[src/rtl/rdsa_ram.sv]
// generic single write port ram with registered read
module rdsa_ram #(
  parameter int WIDTH = 8,
  parameter int DEPTH = 16
) (
  input  logic                     clk,
  input  logic                     we,
  input  logic [$clog2(DEPTH)-1:0] waddr,
  input  logic [WIDTH-1:0]         wdata,
  input  logic [$clog2(DEPTH)-1:0] raddr,
  output logic [WIDTH-1:0]         rdata
);

  logic [WIDTH-1:0] mem [DEPTH];

  always_ff @(posedge clk) begin
    if (we) begin
      mem[waddr] <= wdata;
    end
    rdata <= mem[raddr];
  end

endmodule

[config.mk]
export PLATFORM = sky130hd
export DESIGN_NAME = rdsa_ram
export DESIGN_NICKNAME = d
export VERILOG_FILES = /design/src/rtl/rdsa_ram.sv
export SDC_FILE = /design/constraint.sdc
export NUM_CORES = 1
export LEC_CHECK = 0
export ABC_AREA = 1
export BUFFER_PORTS_ARGS = -buffer_cell sky130_fd_sc_hd__buf_4
export CAP_MARGIN = 5
export CORE_AREA = 10 10 125 127
export DETAILED_ROUTE_END_ITERATION = 8
export DIE_AREA = 0 0 135 137
export PLACE_DENSITY = 0.69
export SYNTH_ARGS = -nofsm -noshare
export SYNTH_HDL_FRONTEND = slang
export SYNTH_SLANG_ARGS = --single-unit
[constraint.sdc]
create_clock -name clk -period 1.2 [get_ports clk]
set_input_delay 0.12 -clock clk [delete_from_list [all_inputs] [get_ports clk]]
set_output_delay 0.12 -clock clk [all_outputs]
set_load 0.02 [all_outputs]
=== Word-level counts from Yosys, hierarchy flattened ===
Memory sizes are Yosys's and may differ from the RTL's. A register that Yosys moved wholly into a read port is not among the register bits.
Cells that the tools add are included.

* Add/sub/neg operators: 0
* Multiply operators: 0
* Div/mod/pow operators: 0
* Order comparisons: 0
* Eq/ne operators: 0
* Shift-type cells: 0
* Mux-type cells: 2
* Bitwise logic cells: 0
* Reductions and logical operators: 0

{| class="wikitable"
|+ Operators with widths
! operator !! number
|-
| 1-bit 2-to-1 mux || 2
|}

* Bits in registers: 0
* Bits in latches: 0
* RAM bits: 128
* Memory bits (read-only): 0
* Input port bits: 18
* Output and inout bits: 8
* Logic and storage cells: 3
* Memories: 1

{| class="wikitable"
|+ Memory list
! name !! words !! bits a word !! rd ports !! clocked after memory_dff !! wr ports !! line !! text
|-
| mem || 16 || 8 || 1 || 1 || 1 || 14 || <nowiki>logic [WIDTH-1:0] mem [DEPTH];</nowiki>
|}

=== Longest topological paths before layout ===
Gate-level depths: netlist (run 1).

* Depth in word-level cells: 2
* Mapped depth: 8
* Depth with buffers taken out: 7

=== Least setup slack after synthesis (run 1) ===
No wires, ideal clock.

* Path kind: input to register
* Start: input waddr[2]
* End: memory mem[10][0], enable pin
* Setup time: 0.370 ns
* Data arrival time: 0.701 ns
* Required time: 0.830 ns
* Slack: 0.129 ns
* Stages on the path: 2
* Path buffers: 0
* Cells stage by stage: nand3b_1 nor2_1

{| class="wikitable"
|+ RTL lines
! what !! line !! text
|-
| start: declaration || 8 || <nowiki>input logic [$clog2(DEPTH)-1:0] waddr,</nowiki>
|-
| end: declaration || 14 ||
|}

No word-level cell before the write port.

==> impl_results.md, run 1 <==
- Min-Delay Path Class: input port to flip-flop
- Setup crit start: mem[9][5]
- Cell taking the most area after synthesis: edfxtp_1
- Setup_tns: 0 ns
- DRT iter0 DRCs: between 400 and 500
- Main synth FF type: edfxtp_1
- Post-synthesis sequential area ratio: 0.694
- Fill cells: approximately 1100
- Grt ovf: 0
- Clk sinks: 136
- Setup bufs post-CTS: 0
- R2R Setup Slk: 0.14 ns
- Worst-case reg-to-reg path depth: 6
- Worst setup EP type: flip-flop
- Largest cells by area after synthesis: edfxtp_1 (67%), nand2_1 (11%), nand3_1 (8.4%)
- #FFs+latches synth: ~140
- Detailed Place HPWL: slightly below 8 mm
- Max Fclk: between 900 and 1000 MHz
- Syn-to-layout area delta: 18.7%
- CTS tree: done
- Final wirelength: 12.6 mm
- Top Metal Used: met4
- Clk Tree Root Cell: clkbuf_16
- Routed length on met1: between 5 and 6 mm
- Cell Pwr Density: 1640 nW/um2
- Max-cap violation count: 0
- Top-count cell post-synth: nand2_1
- Ys async rst share: 0
- Final nets: ~600
- Inserted Clock Buffers: 17
- GPL Wtd Cong: about 0.88
- IO Pins: 26
- Routed WL per cell: between 15 and 20 um
- CTS hold repair buffers: 0
- H-tree levels: 4
- Synth Net Count: roughly 570
- Largest net degree at the start of global routing: 65
- Share of cells above drive strength 1: 0.135
- Element type at the critical path start: flip-flop
- Later-pin clock latency in the skew report: about 0.42 ns
- DR vias/cell: between 4 and 5
- Antenna-violating nets left: 0
- Worst setup path end: rdata[5]
- Vias: roughly 3900
- DRT Pass-1 Iters: 5
- Synth Warn #: 0
- Post-Syn Area: 5770 um2
- Die Span X: about 140 um
- EDFF count, synth: 128
- Number of diodes: 0
- Fin. Hold Viols: 0
- Initial Utilization: 0.441
- Clock buffer depth: 2
- Metal3 WL: 682 um
- Mapped Avg Cell Area: ~10 um2
- GRT Overall Usage: 0.140
- Final worst path period need: roughly 1.1 ns
- Max-slew violations: 0
- Worst-path fanout max: 1
- Reg2Reg Capture Point: rdata[5]
- Core area: 13100 um2
- PortBufs: 25
- Worst Path Required: 1.51 ns
- Fin util: 0.523
- CP arrival: 1.37 ns
- Max Clock Skew: 0.00744 ns
- Critical setup path kind: flip-flop to flip-flop
- PostCTS Resize Cnt: 0
- Slew headroom: 0.815
- Full die area: between 15000 and 20000 um2
- VDD IR max: between 1 and 1.5 mV
- Worst-Margin Slew: roughly 0.28 ns
- Cell variety after synth: 12
- Final setup fails: 0
- Status: complete, no violations
- Post-synthesis cell count: approximately 550
- Lkg Pwr: around 3.0 nW
- Num rows: 42
- Launching point of the worst reg2reg path: mem[9][5]
- First-pass GRT wire length: a little under 20 mm
- Share of the synthesized area in the top cell type: 0.667
- Antenna violations before repair: 0
- Post-synth top cells: nand2_1 (173), edfxtp_1 (128), inv_1 (100)
- DRC viols: 0
- WL met2: ~6 mm
- RSZ-0062 raised after global routing: no
- Clock edge transition at the registers on the reported setup and hold paths: 0.06 ns
- Final Cycle Share: 0.886
- Die Span Y: ~140 um
- Vias in the first global route: around 3600
[sequential cells by signal, summed over array words and instances (netlist names)]
name and count:
mem 128, rdata 8
[through the flow]
stage	area [um2]	setup slack [ns]	power, mW	std cells	hold WS [ns]
finish	6850	0.137	11.2	784	0.00817
global route	6850	0.0303	11.5	784	0.0168
CTS	6850	0.131	11.3	784	0.00137
detailed placement	6250	0.0318	6.18	752	0.427
global placement	6250	0.0369	6.16	752	0.430
floorplan	5770	0.129	5.85	551	0.219
[layer usage]
metal | global-route usage | vias up
li1 | - | 1861
met1 | 0.181 | 1842
met2 | 0.216 | 141
met3 | 0.0341 | 23
met4 | 0.0700 | 0
met5 | 0 | -
[cells by family (layout without fill, tap and decap cells)]
family,count (synthesis),count (layout),synth area share
flip-flops,136,136,0.694
buffers and inverters,126,183,0.0952
AND/OR/NAND/NOR,289,289,0.210
[cell type report]
cell class	count	area, um2	share of cell area
well taps	176	220	0.0322
clock buffers	21	470	0.0687
repair buffers	49	430	0.0629
multi-input cells	289	1210	0.177
flip-flops and latches	136	4000	0.585
inverters	102	383	0.0559
clock inverters	11	124	0.0181
[worst min path at each step]
stage                  start         to  slack, ns  cells past startpoint
floorplan           wdata[0]  mem[0][0]       0.22                      0
global placement    raddr[3]   rdata[7]       0.43                      3
detailed placement  raddr[3]   rdata[7]       0.43                      3
CTS                 raddr[3]   rdata[7]      0.001                      3
global route        raddr[3]   rdata[7]       0.02                      3
finish              raddr[3]   rdata[7]      0.008                      3
[power breakdown]
group          switching [mW]  internal [mW]  total, mW
clock                    1.92           3.21       5.13
combinational           0.491          0.248      0.739
sequential             0.0311           5.31       5.34
[cell usage in the layout, fill, tap and decap left out, drive strengths merged]
master,synthesis,layout
buf,24,49
bufinv,0,2
clkbuf,0,21
clkinv,0,3
clkinvlp,0,6
dfxtp,8,8
edfxtp,128,128
inv,102,102
nand2,173,173
nand3,97,97
nand3b,2,2
nor2,17,17
[critical path, cell delays in order (launching register included)]
cell,delay [ns]
edfxtp_1,0.37
inv_1,0.08
nand2_1,0.05
nand3_1,0.08
nand3_1,0.12
nand3_1,0.15
nand2_1,0.09
Note: power is estimated with default switching activity, not from simulation.
==> run 2, diff against run 1 <==
==> config.mk (replaced) <==
export PLATFORM = sky130hd
export DESIGN_NAME = rdsa_ram
export DESIGN_NICKNAME = d
export VERILOG_FILES = /design/src/rtl/rdsa_ram.sv
export SDC_FILE = /design/constraint.sdc
export NUM_CORES = 1
export LEC_CHECK = 0
export ABC_AREA = 0
export BUFFER_PORTS_ARGS = -buffer_cell sky130_fd_sc_hd__buf_4
export CAP_MARGIN = 5
export CORE_AREA = 10 10 118 120
export CTS_BUF_LIST = sky130_fd_sc_hd__clkbuf_2
export DETAILED_ROUTE_END_ITERATION = 8
export DIE_AREA = 0 0 128 130
export PLACE_DENSITY = 0.7
export SYNTH_ARGS = -nofsm -noshare
export SYNTH_HDL_FRONTEND = slang
export SYNTH_SLANG_ARGS = --single-unit
==> impl_results.md, run 2 <==
- Status: complete, but fails checks
- Failing checks: setup timing
- Max FFs per register: 128 (unchanged)
- Post-DP Area: 5780 um2 (-7.5%)
- Largest family of logic cells by synthesized area: multiplexers
- Antenna-violating nets left: 0 (unchanged)
- CTS tree: done
- Vias: 2479 (-36%)
- Share of the synthesized area in the top cell type: 0.747 (+0.0802)
- Biggest regs: mem (128), rdata (8)
- Num rows: 40 (-4.8%)
- Post-Synth Simple-Gate Area: 0.0318 (-0.179)
- Setup bufs post-CTS: 0 (unchanged)
- Worst path bufs/invs: 1 (unchanged)
- Slowest-stage cell, CP: dfxtp_2
- Core area: 11700 um2 (-10%)
- Post-Syn Area: 5150 um2 (-11%)
- Mapped Avg Cell Area: 22.5 um2 (+110%)
- Min-Delay Path Class: input port to flip-flop
- EDFF count, synth: 128 (unchanged)
- Die Span Y: 130 um (-5.1%)
- Multi-input gate area: 1110 um2 (-8.7%)
- Clk Tree Root Cell: clkbuf_2
- Syn-to-layout area delta: 21.7%
- Cell Pwr Density: 1420 nW/um2 (-13%)
- Full die area: 16600 um2 (-10%)
- Die Span X: 128 um (-5.2%)
- Final wirelength: 9.68 mm (-23%)
- DR vias/cell: 5.30 (+7.4%)
- IO Pins: 26 (unchanged)
- Final nets: 325 (-47%)
- Worst Path Required: 1.08 ns (-0.43 ns)
- Main synth FF type: edfxtp_1
- Lkg Pwr: 2.09 nW (-29%)
- Post-synthesis cell count: 229 (-58%)
- GPL Wtd Cong: 0.728 (-17%)
- CP arrival: 1.19 ns (-0.18 ns)
- Max-slew violations: 0 (unchanged)
- Routed WL per cell: 20.7 um (+28%)
- Largest cells by area after synthesis: edfxtp_1 (75%), mux4_2 (7.9%), mux4_1 (7.1%)
- Slew headroom: 0.403 (-0.412)
- Delay of the slowest critical-path stage: 0.40 ns (+0.03 ns)
- Most frequent cells in the layout: edfxtp_1 (128), buf_4 (37), mux4_2 (30)
- Synth Net Count: 247 (-57%)
- Cell taking the most area after synthesis: edfxtp_1
- Final setup fails: 17 (+17)
- XOR/XNOR share of the synthesized area: 0 (unchanged)
- Compound-Gate Fraction of Synth Area: 0.0233 (+0.0233)
- RSZ-0062 raised after global routing: yes
- Ys async rst share: 0 (unchanged)
- Max-cap violation count: 0 (unchanged)
- Max Clock Skew: 0.0303 ns (+0.0228 ns)
- Clock edge transition at the registers on the reported setup and hold paths: 0.19 ns (+0.13 ns)
- Post-synthesis sequential area ratio: 0.778 (+0.0835)
- #FFs+latches synth: 136 (unchanged)
- CP cell instances: buf_6
- Initial Utilization: 0.440 (-0.00119)
- Fill cells: 913 (-16%)
- Most flop-heavy register: mem
- PortBufs: 25 (unchanged)
- FF+latch area: 4010 um2 (+0.25%)
- Final Cycle Share: 1.09 (+0.203)
- Top-count cell post-synth: edfxtp_1
- Synth Area in Adders: 0 (unchanged)
- GRT Overall Usage: 0.124 (-0.0163)
- H-tree levels: 4 (unchanged)
- Setup ws final: -0.107 ns (-0.243 ns)
- Vias in the first global route: 2662 (-27%)
- First-pass GRT wire length: 15.2 mm (-23%)
- Cell variety after synth: 19 (+7)
- Share of cells above drive strength 1: 0.438 (+0.303)
- Worst-path fanout max: 1 (unchanged)
- Overall power: 8.92 mW (-20%)
- Inserted Clock Buffers: 17 (unchanged)
- Post-synthesis mux area share: 0.150 (+0.150)
- Element type at the critical path start: flip-flop
- Largest net degree at the start of global routing: 18 (-72%)
- Grt ovf: 0 (unchanged)
- Max Fclk: 765 MHz (-19%)
- DRT iter0 DRCs: 196 (-57%)
- Post-synth top cells: edfxtp_1 (128), mux4_2 (18), a22oi_1 (16)
- Fin. Hold Viols: 0 (unchanged)
- Final worst path period need: 1.31 ns (+0.243 ns)
- Detailed Place HPWL: 6.35 mm (-20%)
- DRT Pass-1 Iters: 4 (-1)
- Clock buffer depth: 2 (unchanged)
- DRC viols: 0 (unchanged)
- Clk sinks: 136 (unchanged)
- CP top delay family: flip-flops
- Design Area, Final: 6260 um2 (-8.5%)
- Most common cell after layout, fill and taps aside: edfxtp_1
- Later-pin clock latency in the skew report: 0.67 ns (+0.25 ns)
- Worst setup EP type: output pin
- Antenna violations before repair: 0 (unchanged)
- Worst-Margin Slew: 0.894 ns (+0.617 ns)
- Critical setup path kind: flip-flop to output pin
- Synth Warn #: 0 (unchanged)
- VDD IR max: 0.738 mV (-29%)
==> run 2: changes by cell type after synthesis, sizes merged, moves of 4 or more <==
cell,before,now
a22oi,0,16
buf,24,7
inv,102,0
mux4,0,32
nand2,173,9
nand3,97,1
nor2,17,13
nor3,0,4
==> run 2: timing repair <==
item | 4_1_cts | 5_1_grt
hold buffers | 14 | 1
gates resized for setup | 33 | 3
cloned | 0 | 0
pin swaps | 11 | 2
endpoints found under the hold margin | 168 | 1
endpoints found under the setup margin | 16 | 16
==> run 2: final cells by class <==
class / count / share of cell area
Sequential cell: 136 / 0.641
Multi-Input combinational cell: 83 / 0.177
Timing Repair Buffer: 69 / 0.111
Tap cell: 147 / 0.0294
Clock inverter: 12 / 0.0252
Clock buffer: 20 / 0.0160
Antenna cell: 1 / 0.000399
==> run 2: logic make-up (layout without fill, tap and decap cells) <==
logic type / after synthesis / after routing
other: 0 / 1
buffers and inverters: 10 / 101
AOI/OAI and AO/OA: 16 / 16
and+or+nand+nor: 35 / 35
muxes: 32 / 32
DFF: 136 / 136
==> run 2: metrics by stage <==
step	setup slack [ns]	setup TNS, ns	cells	util	hold WS, ns
finish	-0.107	-0.850	468	0.535	0.0540
global route	-0.211	-2.03	467	0.535	-0.00793
CTS	-0.157	-1.30	466	0.533	0.0181
detailed placement	-0.304	-7.49	420	0.494	0.443
global placement	-0.290	-5.99	420	0.494	0.424
floorplan	-0.0563	-0.353	229	-	0.219
==> run 2: final timing paths <==
| kind | startpoint | to | slack, ns | cells past startpoint |
|---|---|---|---|---|
| worst max register to register | mem[2][0] | rdata[0] | -0.06 | 3 |
| worst max-delay path | rdata[5] | rdata[5] | -0.11 | 1 |
| worst min register to register | mem[15][4] | rdata[4] | 0.68 | 3 |
| worst min-delay path | raddr[3] | rdata[4] | 0.05 | 4 |
==> run 2: metal layers <==
metal | track usage | wire [um]
met4 | 0.0457 | 112
met1 | 0.156 | 3920
met2 | 0.195 | 4900
met5 | 0 | 0
met3 | 0.0418 | 751
==> run 2: power breakdown <==
part           internal (mW)  switching, mW  leakage, nW
registers               5.31         0.0454         1.22
logic                  0.358          0.338        0.710
clock network           1.36           1.51        0.158
total                   7.02           1.89         2.09
==> run 2: worst register-to-register path: stages, from the launching register on <==
cell and delay, ns:
edfxtp_1 0.42, mux4_2 0.48, a22oi_2 0.20, nand2_1 0.08
